File: config.mk
export PLATFORM = sky130hd
export DESIGN_NAME = fest_ram
export DESIGN_NICKNAME = d
export VERILOG_FILES = /design/src/hdl/fest_ram.sv
export SDC_FILE = /design/constraint.sdc
export NUM_CORES = 1
export LEC_CHECK = 0
export ABC_AREA = 1
export BUFFER_PORTS_ARGS = -buffer_cell sky130_fd_sc_hd__buf_2
export CAP_MARGIN = 5
export CORE_UTILIZATION = 60
export CTS_CLUSTER_DIAMETER = 50
export DETAILED_ROUTE_END_ITERATION = 10
export PLACE_DENSITY_LB_ADDON = 0.08
export SLEW_MARGIN = 20
export SYNTH_ARGS = -nofsm -noshare
export SYNTH_HDL_FRONTEND = slang
export SYNTH_SLANG_ARGS = --single-unit
export TNS_END_PERCENT = 5
File: constraint.sdc
create_clock -name i_clk -period 1.3 [get_ports i_clk]
set_input_delay 0.195 -clock i_clk [delete_from_list [all_inputs] [get_ports i_clk]]
set_output_delay 0.195 -clock i_clk [all_outputs]
set_load 0.01 [all_outputs]
File: src/hdl/fest_ram.sv
`timescale 1ns / 1ps
// ----------------------------------------------------------------------------
// fest_ram
// Generic single write port RAM with one registered read port.
// ----------------------------------------------------------------------------
module fest_ram #(
    parameter int WIDTH = 8,
    parameter int DEPTH = 16
) (
    input  logic                                      i_clk,
    input  logic                                      i_we,
    input  logic [((DEPTH > 1) ? $clog2(DEPTH) : 1)-1:0] i_waddr,
    input  logic [WIDTH-1:0]                          i_wdata,
    input  logic                                      i_re,
    input  logic [((DEPTH > 1) ? $clog2(DEPTH) : 1)-1:0] i_raddr,
    output logic [WIDTH-1:0]                          o_rdata
);

    logic [WIDTH-1:0] r_mem [DEPTH];
    logic [WIDTH-1:0] r_rdata;

    always_ff @(posedge i_clk) begin
        if (i_we) begin
            r_mem[i_waddr] <= i_wdata;
        end
        if (i_re) begin
            r_rdata <= r_mem[i_raddr];
        end
    end

    assign o_rdata = r_rdata;

endmodule

==> flow_metrics.py <==
metrics = {
    "pwr": {
        "internal_power_mw": 7.68,
        "p_leak_nw": 2.93,
        "power.density_nw_per_um2": 1470,
        "netSwitchingFraction": 0.225,
        "pwr-share-seq": 0.501,
        "peakVddDrop_mv": 1.07,
        "combPwrFrac": 0.062,
        "power_mw": 9.91,
        "p_sw_mw": 2.23,
        "clkPwrFrac": 0.437,
    },
    "layout": {
        "finalNonFillerCells": 738,
        "stdcell_area_um2": 6750,
        "final_layout_size_suffix_gt1_frac": 0.133,
        "fin_nets": 615,
        "area_growth_pct": 15.4,
        "diodes": 0,
    },
    "yosys": {
        "synthTopCellsByCount": "nand2_1 (173), edfxtp_1 (136), inv_1 (100)",
        "netlist.area_leader.share": 0.698,
        "synth_area_leaders": "edfxtp_1 (70%), nand2_1 (11%), nand3_1 (8.3%)",
        "synthFlopType": "edfxtp_1",
        "synthCells": 551,
        "ys_types": 11,
        "synth-seq-cells": 136,
        "syn_avg_cell_area_um2": 10.6,
        "syn-cell-area_um2": 5850,
        "ys_seq_area_frac": 0.698,
        "synth_edf_count": 136,
        "synth_most_common_cell": "nand2_1",
        "yosys_warnings": 0,
        "async_flop_share": 0,
        "syn-num-nets": 570,
        "synth_top_area_cell": "edfxtp_1",
    },
    "timing": {
        "slew_headroom": 0.607,
        "worstMarginPinSlew_ps": 588,
        "rsz0062_at_grt": "true",
        "setup_viol": 0,
        "min_period_ps": 1270,
        "max_freq_mhz": 785,
        "slew_violations": 0,
        "period_share": 0.980,
        "skew_ps": 4.91,
        "hold_ws_ps": 41.2,
        "finalHoldViolCount": 0,
    },
    "placement": {
        "placed_cells": 706,
        "numPortBuffers": 26,
        "place_congestion": 0.802,
        "dpl.hpwl_um": 7570,
        "placed_cell_area_um2": 6200,
    },
    "detailed_routing": {
        "wl_per_cell_um": 16.6,
        "routed_wl_um": 12300,
        "vias_per_cell": 5.23,
        "vias": 3863,
        "firstDrtPassIters": 5,
        "drt-initial-drc-count": 315,
        "drc": 0,
        "antenna_left": 0,
    },
    "setup_path": {
        "r2r_slack_ps": 100,
        "critical-path-top-delay-family": "flip-flops",
        "worstPathRequired_ps": 1110,
        "max_stage_delay_ps": 400,
        "crit_type": "reg2out",
        "cp_max_fo": 1,
        "cp.depth": 1,
        "path_buf_inv": 1,
        "slowest_stage": "edfxtp_1",
        "arrival_ps": 1080,
        "critical_path.startpoint_type": "flop",
        "worst_setup_path_end_kind": "primary output",
        "r2r-start": "r_mem[5][0]",
        "reg2reg_depth": 6,
        "crit_chain": "buf_2",
        "regToRegEndpoint": "o_rdata[0]",
    },
    "hold_path": {
        "min_to": "o_rdata[3]",
        "min_path_cells": 1,
        "hold_path_startpoint": "i_re",
        "hp-class": "in2reg",
    },
    "floorplanning": {
        "ios": 27,
        "initial_core_util": 0.627,
        "chipWidth_um": 101,
        "dieHeight_um": 101,
        "core_um2": 9330,
        "row_count": 35,
        "die-area_um2": 10100,
    },
    "clock_network": {
        "cts_buffer_depth": 2,
        "cts_made_buffers": 17,
        "cts_resized": 0,
        "clock_tree.root_cell": "clkbuf_8",
        "cts_setup_buffers": 0,
        "cts_tree": "built",
        "cts_sinks": 136,
        "insertion_delay_ps": 510,
        "clkTransAtPathRegs_ps": 60,
        "htree_levels": 4,
    },
    "grt": {
        "gr-total-overflow": 0,
        "antenna_found_initial": 0,
        "grt_usage": 0.268,
        "grt_pass1_vias": 3681,
        "grt_first_pass_wirelength_um": 19300,
        "grt_max_degree": 33,
    },
    "outcome": {
        "status": "finished clean",
    },
    "run": {
        "maxCapViolations": 0,
    },
}
-- registers in the layout, indices dropped and copies added (netlist names) --
name     cells
o_rdata      8
r_mem      128
-- placed cells by master, fill, tap and decap left out, types with 4 or more instances in the layout --
| cell type | count |
|---|---|
| inv_1 | 100 |
| nor2_1 | 17 |
| clkbuf_16 | 16 |
| clkinv_4 | 6 |
| buf_12 | 4 |
| buf_4 | 20 |
| edfxtp_1 | 136 |
| buf_2 | 26 |
| nand2_1 | 173 |
| nand3_1 | 97 |
-- stage by stage --
| step | util | setup TNS, ps | worst slack, ps |
|---|---|---|---|
| 2_1_floorplan | - | 0 | 154 |
| 3_3_place_gp | 0.665 | -714 | -114 |
| 3_5_place_dp | 0.665 | -671 | -130 |
| 4_1_cts | 0.723 | 0 | 5.85 |
| 5_1_grt | 0.723 | -8.21 | -8.21 |
| 6_report | 0.723 | 0 | 26.2 |
-- power by group through the flow --
stage	combinational [mW]	clock, mW	sequential, mW
6_report	0.612	4.33	4.97
5_1_grt	0.680	4.56	4.97
4_1_cts	0.613	4.38	4.97
3_5_place_dp	0.608	0	5.06
3_3_place_gp	0.602	0	5.05
2_1_floorplan	0.346	0	5.06
-- layout make-up --
cell class,instances,area [um^2]
inverters,102,383
repair buffers,50,360
multi-input cells,289,1210
flip-flops and latches,136,4080
fillers,667,2580
clock buffers,19,422
clock inverters,13,124
well taps,129,161
-- cell families after synthesis --
kind of cell | Yosys count | share of synthesized area
flip-flops | 136 | 0.698
AND/OR/NAND/NOR | 289 | 0.208
buffers and inverters | 126 | 0.0939
-- worst max path at each step --
stage,slack [ps],startpoint,endpoint
floorplan,150,i_waddr[2],r_mem[10][0]
global placement,-110,i_raddr[1],o_rdata[6]
detailed placement,-130,i_raddr[1],o_rdata[0]
CTS,6,o_rdata[3],o_rdata[3]
global route,-8,o_rdata[3],o_rdata[3]
finish,30,o_rdata[3],o_rdata[3]
-- worst register-to-register path: stages (launching register included) --
cell and delay (ps):
edfxtp_1 370, inv_1 60, nand2_1 50, nand3_1 100, nand3_1 150, nand3_1 150, nand2_1 70
-- timing repair --
| item | CTS | global route |
|---|---|---|
| hold endpoints to repair | 0 | 0 |
| hold buffers | 0 | 0 |
| setup endpoints to repair | 0 | 1 |
-- metal layers --
layer,GRT usage,vias up,part of all wire,wire (um)
met5,0,-,0,0
met4,0.110,0,0.024,292
met2,0.421,161,0.47,5760
met3,0.0527,24,0.071,873
met1,0.370,1799,0.44,5350
li1,-,1879,-,-
(Power assumes the default switching activity.)
