$ cat src/hdl/fest_pkg.sv
`timescale 1ns / 1ps
// ----------------------------------------------------------------------------
// fest_pkg
// Shared constants, codes and types of the float exclusion space table.
// ----------------------------------------------------------------------------
package fest_pkg;

    localparam int MAX_FLOATS   = 32;
    localparam int SEARCH_STEPS = 100;

    localparam int CNT_W  = $clog2(MAX_FLOATS + 1);
    localparam int ADDR_W = (MAX_FLOATS > 1) ? $clog2(MAX_FLOATS) : 1;
    localparam int STEP_W = (SEARCH_STEPS > 1) ? $clog2(SEARCH_STEPS) : 1;

    localparam logic [2:0] KIND_CLEAR   = 3'd0;
    localparam logic [2:0] KIND_ADD     = 3'd1;
    localparam logic [2:0] KIND_SPACE   = 3'd2;
    localparam logic [2:0] KIND_FIND_Y  = 3'd3;
    localparam logic [2:0] KIND_CLEAR_Y = 3'd4;

    localparam logic [1:0] CFG_LEFT_EDGE  = 2'd0;
    localparam logic [1:0] CFG_RIGHT_EDGE = 2'd1;
    localparam logic [1:0] CFG_BASE_X     = 2'd2;
    localparam logic [1:0] CFG_BASE_Y     = 2'd3;

    localparam logic SIDE_LEFT = 1'b0;

    typedef struct packed {
        logic signed [31:0] left;
        logic signed [31:0] top;
        logic signed [31:0] right;
        logic signed [31:0] bottom;
        logic               side;
    } t_entry;

    localparam int ENTRY_W = $bits(t_entry);

    typedef struct packed {
        logic               start;
        logic               dv;
        logic               active;
        logic [1:0]         mode;
        logic signed [31:0] y;
        logic [30:0]        height;
        logic signed [31:0] left_edge;
        logic signed [31:0] right_edge;
    } t_scan_ctl;

    typedef struct packed {
        logic signed [31:0] sl;
        logic signed [31:0] sr;
        logic               hl;
        logic               hr;
        logic signed [31:0] next;
        logic               found;
        logic signed [31:0] clr;
    } t_scan_res;

endpackage

$ cat src/hdl/fest_scan.sv
`timescale 1ns / 1ps
// ----------------------------------------------------------------------------
// fest_scan
// Per-entry compare unit: while dv is set, folds one stored box a cycle into
// the free span, the next float bottom above y and the clearance y.
// ----------------------------------------------------------------------------
module fest_scan (
    input  logic               i_clk,
    input  fest_pkg::t_scan_ctl i_ctl,
    input  fest_pkg::t_entry   i_entry,
    output fest_pkg::t_scan_res o_res
);

    fest_pkg::t_scan_res r_acc;
    fest_pkg::t_scan_res n_acc;

    logic signed [33:0] band_bot;
    logic               hit;
    logic               sel;

    always_comb begin
        band_bot = {{2{i_ctl.y[31]}}, i_ctl.y} + {3'b000, i_ctl.height};
        hit = i_ctl.active && (i_entry.bottom > i_ctl.y)
              && ($signed({{2{i_entry.top[31]}}, i_entry.top}) < band_bot);
        sel = (i_entry.side == fest_pkg::SIDE_LEFT) ? i_ctl.mode[0] : i_ctl.mode[1];
        n_acc = r_acc;
        if (i_ctl.start) begin
            n_acc.sl    = i_ctl.left_edge;
            n_acc.sr    = i_ctl.right_edge;
            n_acc.hl    = 1'b0;
            n_acc.hr    = 1'b0;
            n_acc.next  = '0;
            n_acc.found = 1'b0;
            n_acc.clr   = '0;
        end else if (i_ctl.dv) begin
            if (hit && i_entry.side == fest_pkg::SIDE_LEFT && i_entry.right > r_acc.sl) begin
                n_acc.sl = i_entry.right;
                n_acc.hl = 1'b1;
            end
            if (hit && i_entry.side != fest_pkg::SIDE_LEFT && i_entry.left < r_acc.sr) begin
                n_acc.sr = i_entry.left;
                n_acc.hr = 1'b1;
            end
            if (i_entry.bottom > i_ctl.y && (!r_acc.found || i_entry.bottom < r_acc.next)) begin
                n_acc.next  = i_entry.bottom;
                n_acc.found = 1'b1;
            end
            if (sel && i_entry.bottom > r_acc.clr) begin
                n_acc.clr = i_entry.bottom;
            end
        end
    end

    always_ff @(posedge i_clk) begin
        r_acc <= n_acc;
    end

    assign o_res = r_acc;

endmodule

$ cat config.mk
export PLATFORM = sky130hd
export DESIGN_NAME = fest_scan
export DESIGN_NICKNAME = d
export VERILOG_FILES = /design/src/hdl/fest_pkg.sv /design/src/hdl/fest_scan.sv
export SDC_FILE = /design/constraint.sdc
export NUM_CORES = 1
export LEC_CHECK = 0
export BUFFER_PORTS_ARGS = -buffer_cell sky130_fd_sc_hd__buf_2
export CAP_MARGIN = 20
export CORE_ASPECT_RATIO = 0.5
export CORE_UTILIZATION = 40
export CTS_CLUSTER_DIAMETER = 60
export DETAILED_ROUTE_END_ITERATION = 10
export PLACE_DENSITY = 0.64
export SYNTH_ARGS = -nofsm -noshare
export SYNTH_HDL_FRONTEND = slang
export SYNTH_SLANG_ARGS = --single-unit
$ cat constraint.sdc
create_clock -name i_clk -period 6.6 [get_ports i_clk]
set_input_delay 0 -clock i_clk [delete_from_list [all_inputs] [get_ports i_clk]]
set_output_delay 0 -clock i_clk [all_outputs]
set_load 0.05 [all_outputs]
==> results of run 1 <==
-- synthesized netlist by cell type (all sizes together), types with 5 or more instances --
cell / n / area (um^2)
o31ai: 6 / 45.0
edfxtp: 64 / 1920
xnor2: 17 / 149
a2111oi: 6 / 71.3
a21oi: 83 / 415
ha: 221 / 2770
inv: 168 / 631
o211ai: 8 / 60.1
nor2: 38 / 145
nand4: 39 / 250
dfxtp: 67 / 1340
nor2b: 13 / 81.3
nand2b: 105 / 657
nor4: 10 / 83.8
xor2: 13 / 114
a21o: 55 / 413
o21ai: 35 / 175
a31oi: 5 / 31.3
clkbuf: 24 / 90.1
nor3: 16 / 80.1
o21bai: 6 / 45.0
nand3: 13 / 65.1
buf: 8 / 57.6
mux2i: 66 / 661
nand2: 35 / 131
o21a: 8 / 60.1
and4: 5 / 46.3
a22o: 62 / 543
a211oi: 6 / 45.0
-- cells by family after synthesis --
group	synth area share, %
compound gates	18.3
flops	28.4
mux	5.94
xor+xnor	2.29
fa+ha+maj	24.2
buf+inv	6.80
simple gates	14.1
-- per-layer routing --
metal	global-route usage [%]	vias up	routed length, um
li1	-	5602	-
met1	30.8	5451	16700
met2	46.6	352	19400
met3	4.03	95	1650
met4	11.4	0	1360
met5	0	-	0
-- stage by stage --
stage               total power [mW]  hold WS (ps)  cells  area (um^2)  setup slack (ps)
floorplan                       1.72           176   1239        11500               808
global placement                2.03           273   1986        13800              1090
detailed placement              2.06           294   1987        13900               937
CTS                             3.10          61.9   2179        16000              1400
global route                    3.26          92.1   2182        16100               932
finish                          3.10          81.8   2182        16100              1360
-- how the worst max path moves through the flow --
stage	end	cells past startpoint
detailed placement	o_res[109]$_DFFE_PP_	20
CTS	o_res[109]$_DFFE_PP_	20
floorplan	o_res[100]$_DFFE_PP_	19
global route	o_res[103]$_DFFE_PP_	20
finish	o_res[105]$_DFFE_PP_	20
global placement	o_res[108]$_DFFE_PP_	21
-- worst max-delay path: cells and delay by family --
kind	cells	cell delay, ps
AO/OA/AOI/OAI	10	3020
XOR/XNOR	1	180
adder cells (fa/ha/maj)	2	550
buffers and inverters	2	530
multiplexers	1	160
AND/OR/NAND/NOR	4	850
-- power by group through the flow --
stage,sequential (mW),clock [mW],combinational (mW)
finish,0.965,0.955,1.18
detailed placement,0.981,0,1.08
global route,0.972,1.00,1.29
floorplan,1.19,0,0.539
CTS,0.964,0.967,1.17
global placement,0.978,0,1.05
-- area by class of cell --
type                       instances  share of cell area, %
timing repair buffer             559                   22.6
antenna                            2                 0.0312
clock buffer                      18                   2.80
multi-input combinational        907                   46.5
sequential                       131                   20.3
clock inverter                    14                  0.825
tap                              382                   2.97
inverter                         169                   3.95
==> results.json, run 1 <==
{
  "min_period_over_period_pct": 79.4,
  "syn_avg_cell_area_um2": 9.28,
  "place_congestion": 0.925,
  "p_clk_share_pct": 30.8,
  "cts_setup_buffers": 0,
  "period_needed_ps": 5240,
  "fmax_mhz": 191,
  "drt_iter0_markers": 671,
  "initial_core_util_pct": 41.1,
  "synth_flop_cell": "dfxtp_1",
  "p_int_mw": 1.98,
  "hold_viol_final": 0,
  "grt_pass1_vias": 11900,
  "num-fill-cells": 2440,
  "viasPerCell": 5.27,
  "final_cell_mix": "buf_2 (391), ha_1 (221), inv_1 (168)",
  "p_sw_mw": 1.12,
  "drv_cap": 0,
  "final_core_util_pct": 57.4,
  "ys_types": 64,
  "drc": 0,
  "die_height_um": 122,
  "numPortBuffers": 392,
  "cp_data_arrival_time_ps": 5300,
  "min_path_type": "in -> reg",
  "seqPwrFrac_pct": 31.2,
  "grt_pass1_wl_um": 60400,
  "rows": 43,
  "worstSetupStartpoint": "i_ctl[68]",
  "ioPinCount": 393,
  "syn-cell-area_mm2": 0.0115,
  "grtUsageTotal_pct": 25.9,
  "fin_skew_ps": 8.35,
  "syn_inst": 1239,
  "power.leakage_nw": 8.03,
  "cp_slowest_cell": "o41ai_1",
  "rrSetupSlack_ps": 3020,
  "dieArea_mm2": 0.0295,
  "grt_antenna_before_repair": 2,
  "cts.clk_slew.worst_paths_ps": 60,
  "cp_max_fo": 32,
  "final_common_cell": "buf_2",
  "coreArea_mm2": 0.0280,
  "htree_num_levels": 4,
  "tns_ps": 0,
  "grt.overflow.total": 0,
  "r2r_end": "o_res[98]$_DFFE_PP_",
  "cts_resized": 0,
  "power_density_mw_per_mm2": 193,
  "max_slew_margin_pct": 23.9,
  "required_ps": 6670,
  "status": "finished clean",
  "drt.antenna.violating_nets": 0,
  "ys_seq_area_share_pct": 28.4,
  "ff2ff_path_depth": 12,
  "slowest_delay_ps": 630,
  "maxSlewViolCount": 0,
  "critPathCaptureType": "flip-flop",
  "synth_nets": 1723,
  "synth-async-reset-ratio_pct": 0,
  "ir_drop_mv": 0.147,
  "root_buffer": "clkbuf_16",
  "largest_reg_flops": 131,
  "grt_max_degree": 133,
  "detail_route.wirelength_um": 39200,
  "crit_path_start_kind": "primary input",
  "ff_latch_area_mm2": 0.00326,
  "syn2layout_area_growth_pct": 39.7,
  "cts.path.max_buffers": 2,
  "cts_tree": "built",
  "path_cells": "buf_2, ha_1, a21oi_1, a2bb2oi_1, o31a_1, o21ai_0, o41ai_1, a21oi_1, mux2i_1, a2111oi_0, ha_1, nand4_1, nor4_1, nand2_1, a211oi_1, nor3_1, xnor2_1, o211ai_1, o21bai_2, buf_4",
  "dpl.hpwl_um": 30400,
  "cts_hold_buf": 160,
  "routedWlPerCell_um": 18.0,
  "multiInputGateArea_mm2": 0.00747,
  "ys_ff_latch": 131,
  "hp-start": "i_entry[0]",
  "p_sw_share_pct": 36.2,
  "insertion_delay_ps": 430,
  "holdPathStages": 3,
  "hold_end": "o_res[66]$_SDFFE_PP0P_",
  "reg2reg_from": "o_res[76]$_DFFE_PP_",
  "nets": 2269,
  "drt_first_pass_iters": 5,
  "routed-via-count": 11500,
  "crit_type": "in -> reg",
  "rsz0062_at_grt": "false",
  "cts_sinks": 131,
  "die_w_um": 242,
  "max_slew.worst_pin.slew_ps": 1140,
  "power_frac_comb_pct": 38.0,
  "drive_gt1_share_pct": 24.5,
  "cts_made_buffers": 17,
  "synth_edf_count": 64,
  "yosysWarnings": 0,
  "setup_violations": 0
}
Note: power is estimated with default switching activity, not from simulation.
==> run 2, diff against run 1 <==
clock period = 5.3 ns   (was 6.6 ns; I/O delays follow)
==> run 2 against run 1 <==
Compared with the run above: largest cell class unchanged; sequential power rose by 24%; core utilization rose by 0.12 points; critical endpoint is now o_res[97]$_DFFE_PP_; die area did not move.
==> results.json, run 2 (synthesized netlist as in run 1, its figures left out) <==
{
  "status": "finished clean",
  "htree_num_levels": 4,
  "fin_skew_ps": 12.1,
  "drv_cap": 0,
  "power_frac_comb_pct": 39.0,
  "coreArea_mm2": 0.0280,
  "place_congestion": 0.943,
  "grtUsageTotal_pct": 25.9,
  "cp_data_arrival_time_ps": 5020,
  "final_common_cell": "buf_2",
  "drt.antenna.violating_nets": 0,
  "die_height_um": 122,
  "p_clk_share_pct": 29.3,
  "cts_tree": "built",
  "critPathCaptureType": "flip-flop",
  "cts_sinks": 131,
  "required_ps": 5410,
  "numPortBuffers": 392,
  "cts.clk_slew.worst_paths_ps": 60,
  "period_needed_ps": 4910,
  "p_sw_share_pct": 36.4,
  "crit_path_start_kind": "primary input",
  "drc": 0,
  "ff2ff_path_depth": 11,
  "fmax_mhz": 204,
  "rrSetupSlack_ps": 1710,
  "final_cell_mix": "buf_2 (391), ha_1 (221), inv_1 (168)",
  "insertion_delay_ps": 430,
  "drt_iter0_markers": 590,
  "r2r_end": "o_res[97]$_DFFE_PP_",
  "drive_gt1_share_pct": 24.7,
  "cts.path.max_buffers": 2,
  "drt_first_pass_iters": 5,
  "grt_pass1_wl_um": 60200,
  "nets": 2271,
  "root_buffer": "clkbuf_16",
  "fin_ws_ps": 395,
  "hold_viol_final": 0,
  "dpl.hpwl_um": 30300,
  "setup_violations": 0,
  "p_int_mw": 2.41,
  "routed-via-count": 11540,
  "initial_core_util_pct": 41.1,
  "die_w_um": 242,
  "maxSlewViolCount": 0,
  "hp-start": "i_ctl[129]",
  "grt.overflow.total": 0,
  "seqPwrFrac_pct": 31.7,
  "max_slew_margin_pct": 35.7,
  "post-place-ws_ps": -130,
  "min_period_over_period_pct": 92.6,
  "max_slew.worst_pin.slew_ps": 964,
  "min_path_type": "in -> reg",
  "viasPerCell": 5.28,
  "worst_hold_slack_ps": 28.1,
  "rows": 43,
  "syn2layout_area_growth_pct": 40.0,
  "routedWlPerCell_um": 17.8,
  "detail_route.wirelength_um": 38900,
  "power.leakage_nw": 8.04,
  "final_core_util_pct": 57.5,
  "cts_made_buffers": 17,
  "dieArea_mm2": 0.0295,
  "ir_drop_mv": 0.208,
  "largest_reg_flops": 131,
  "grt_max_degree": 108,
  "grt_antenna_before_repair": 5,
  "cp_max_fo": 32,
  "crit_type": "in -> reg",
  "hold_end": "o_res[66]$_SDFFE_PP0P_",
  "p_sw_mw": 1.38,
  "holdPathStages": 4,
  "power_density_mw_per_mm2": 236,
  "reg2reg_from": "o_res[76]$_DFFE_PP_",
  "ioPinCount": 393,
  "grt_pass1_vias": 11787,
  "rsz0062_at_grt": "false"
}
==> run 2: cell types whose count changed in the layout (fill, tap and decap cells not counted), sizes merged <==
cell | previous run | this run
clkbuf | 18 | 23
buf | 398 | 401
diode | 2 | 5
bufinv | 2 | 0
inv | 171 | 169
clkinvlp | 1 | 0
dlymetal6s2s | 1 | 0
==> run 2: metrics by stage <==
stage | TNS (ps) | area [um^2] | std cells | power, mW
detailed placement | -8080 | 13900 | 1989 | 2.57
global route | 0 | 16100 | 2187 | 4.00
CTS | 0 | 16100 | 2181 | 3.80
floorplan | -31500 | 11500 | 1239 | 2.15
global placement | 0 | 13900 | 1988 | 2.53
finish | 0 | 16100 | 2187 | 3.79
==> run 2: final cells by class <==
type,instances,area [um^2]
fill,2463,11900
multi-input combinational,907,7470
timing repair buffer,561,3690
sequential,131,3260
inverter,169,634
clock buffer,23,494
tap,382,478
clock inverter,9,53.8
antenna,5,12.5
==> run 2: how the worst max path moves through the flow <==
stage | slack (ps) | cells past startpoint | start | to
after global placement | 20 | 21 | i_ctl[64] | o_res[76]$_DFFE_PP_
after floorplan | -490 | 19 | i_ctl[64] | o_res[100]$_DFFE_PP_
after CTS | 310 | 21 | i_ctl[64] | o_res[83]$_DFFE_PP_
after detailed placement | -130 | 21 | i_ctl[64] | o_res[76]$_DFFE_PP_
final | 390 | 22 | i_ctl[64] | o_res[97]$_DFFE_PP_
after global routing | 4 | 22 | i_ctl[64] | o_res[97]$_DFFE_PP_
==> run 2: what timing repair did <==
item | in CTS | in global routing
resized for setup | 0 | 1
hold buffers | 160 | 0
buffers inserted | 0 | 1
hold endpoints to repair | 128 | 0
setup endpoints to repair | 0 | 64
==> run 2: metal layers <==
layer	part of all wire, %	up-vias	wire [um]	track usage, %
met1	43	5513	16700	31.2
met5	0	-	0	0
met2	49	338	19200	46.0
met4	3.7	0	1430	11.6
li1	-	5604	-	-
met3	4.1	85	1600	4.16
==> run 2: power groups by stage <==
stage	clock network [mW]	logic (mW)	registers (mW)
2_1_floorplan	0	0.671	1.48
6_report	1.11	1.48	1.20
3_5_place_dp	0	1.35	1.22
3_3_place_gp	0	1.31	1.22
5_1_grt	1.18	1.61	1.21
4_1_cts	1.13	1.47	1.20
==> run 2: worst max-delay path, cell delays in order <==
cell and delay [ps]:
buf_2 110, ha_1 210, fa_1 400, a21oi_1 260
o21a_1 150, o21ai_0 150, o221a_2 340, a21oi_1 240
o21ai_1 120, o41a_1 350, a211o_1 310, ha_1 340
nand4_1 210, nor4_2 390, nand2_1 90, a211oi_1 230
nor3_1 90, xnor2_1 260, o211ai_1 140, buf_4 180
o21bai_2 180, buf_12 230
==> run 3, diff against run 2 <==
RECOVER_POWER = 25   (was not set)
==> run 3 against run 2 <==
Compared with the run above: combinational power about the same; flip-flop and latch count unchanged; sequential power about the same; first-iteration DRC count down 4.6%; sequential share of layout area up 0.13 points; worst hold slack better by 0.54 ps; worst setup slack better by 9.4 ps; core utilization down 0.36 points; largest power group unchanged.
==> results.json, run 3 (synthesized netlist as in run 1, its figures left out) <==
{
  "status": "finished clean",
  "die_w_um": 242,
  "rows": 43,
  "min_path_type": "in -> reg",
  "min_period_over_period_pct": 92.4,
  "wl_met2_um": 19100,
  "critPathTopFamily": "compound AO/OA/AOI/OAI gates",
  "cts.clk_slew.worst_paths_ps": 60,
  "dieArea_mm2": 0.0295,
  "max_slew.worst_pin.slew_ps": 967,
  "crit_path_start_kind": "primary input",
  "largest_reg_flops": 131,
  "coreArea_mm2": 0.0280,
  "viasPerCell": 5.28,
  "cts_tree": "built",
  "setup_violations": 0,
  "critPathCaptureType": "flip-flop",
  "cp_slowest_cell": "fa_1",
  "place_congestion": 0.943,
  "grt_pass1_wl_um": 60200,
  "nets": 2271,
  "required_ps": 5410,
  "ir_drop_mv": 0.208,
  "cts_sinks": 131,
  "grt_antenna_before_repair": 5,
  "ioPinCount": 393,
  "drv_cap": 0,
  "maxSlewViolCount": 0,
  "place_area_mm2": 0.0139,
  "power_density_mw_per_mm2": 236,
  "num-fill-cells": 2505,
  "cp_data_arrival_time_ps": 5010,
  "hold_viol_final": 0,
  "drt_iter0_markers": 563,
  "htree_num_levels": 4,
  "final_common_cell": "buf_2",
  "root_buffer": "clkbuf_16",
  "max_slew_margin_pct": 35.5,
  "grt_max_degree": 108,
  "syn2layout_area_growth_pct": 39.2,
  "cts.path.max_buffers": 2,
  "instances_no_fill": 2187,
  "dpl.hpwl_um": 30300,
  "placed_cells": 1989,
  "cp_max_fo": 32,
  "insertion_delay_ps": 430,
  "fin_ws_ps": 404,
  "period_needed_ps": 4900,
  "die_height_um": 122,
  "cts_made_buffers": 17,
  "rsz0062_at_grt": "false",
  "grtUsageTotal_pct": 25.9,
  "grt_pass1_vias": 11787,
  "crit_type": "in -> reg",
  "drt.antenna.violating_nets": 0,
  "detail_route.wirelength_um": 38900,
  "slowest_delay_ps": 400,
  "postLayoutCellArea_mm2": 0.0160,
  "wl_met3_um": 1590,
  "drive_gt1_share_pct": 20.2,
  "drt_first_pass_iters": 4,
  "final_core_util_pct": 57.2,
  "drc": 0,
  "post-place-ws_ps": -130,
  "fin_skew_ps": 9.52,
  "multiInputGateArea_mm2": 0.00747,
  "drt-met1-wl_um": 16700,
  "numPortBuffers": 392,
  "ff_latch_area_mm2": 0.00326,
  "power_mw": 3.78,
  "grt.overflow.total": 0,
  "initial_core_util_pct": 41.1,
  "routedWlPerCell_um": 17.8,
  "fmax_mhz": 204,
  "final_cell_mix": "buf_2 (310), ha_1 (221), inv_1 (168)",
  "power.leakage_nw": 7.77,
  "maxUsedRoutingLayer": "met4",
  "path_cells": "buf_2, ha_1, fa_1, a21oi_1, o21a_1, o21ai_0, o221a_2, a21oi_1, o21ai_1, o41a_1, a211o_1, ha_1, nand4_1, nor4_2, nand2_1, a211oi_1, nor3_1, xnor2_1, o211ai_1, buf_4, o21bai_2, buf_12",
  "routed-via-count": 11549,
  "crit_buf_inv": 3
}
## run 3: cell types whose count changed in the layout (fill, tap and decap cells not counted)
cell and delta:
clkbuf_1 +81, buf_2 -81
## run 3: where the power goes
| part | switching (mW) | total [mW] | internal [mW] |
|---|---|---|---|
| registers | 0.0544 | 1.20 | 1.15 |
| logic | 0.871 | 1.46 | 0.594 |
| clock network | 0.458 | 1.11 | 0.655 |
## run 3: layout make-up
cell class	instances	area share (%)
Multi-Input combinational cell	907	46.7
Timing Repair Buffer	561	22.4
Sequential cell	131	20.4
Inverter	169	3.96
Clock buffer	23	3.09
Tap cell	382	2.99
Clock inverter	9	0.336
Antenna cell	5	0.0782
## run 3: worst reg2reg max path: stages (launching register included)
cell and delay [ps]:
edfxtp_1 400, inv_1 80, ha_1 230, a21o_1 190, a21oi_1 140, nor2_1 70, a2111oi_0 710, o21ai_0 320
a31oi_1 300, mux2_2 400, o21bai_2 170, buf_12 230
## run 3: worst paths after layout
check	slack (ps)	cells after the start	to	from
worst max-delay path	400	22	o_res[97]$_DFFE_PP_	i_ctl[64]
worst min-delay path	30	4	o_res[66]$_SDFFE_PP0P_	i_ctl[129]
worst max register to register	1730	11	o_res[97]$_DFFE_PP_	o_res[76]$_DFFE_PP_
worst min register to register	480	2	o_res[66]$_SDFFE_PP0P_	o_res[66]$_SDFFE_PP0P_
## run 3: per-layer routing
layer / GRT usage (%) / up-vias
met1: 31.2 / 5536
met2: 46.0 / 325
met3: 4.16 / 84
met4: 11.6 / 0
met5: 0 / -
li1: - / 5604
## run 3: repair_timing
item | 4_1_cts | 5_1_grt
endpoints found under the hold margin | 128 | 0
resized for setup | 0 | 1
buffers inserted | 0 | 1
hold buffers | 160 | 0
setup endpoints to repair | 0 | 64
## run 3: through the flow
stage / setup TNS, ps / hold slack, ps
5_1_grt: 0 / 34.1
4_1_cts: 0 / 68.4
6_report: 0 / 28.7
2_1_floorplan: -31500 / 176
3_3_place_gp: 0 / 292
3_5_place_dp: -8080 / 301
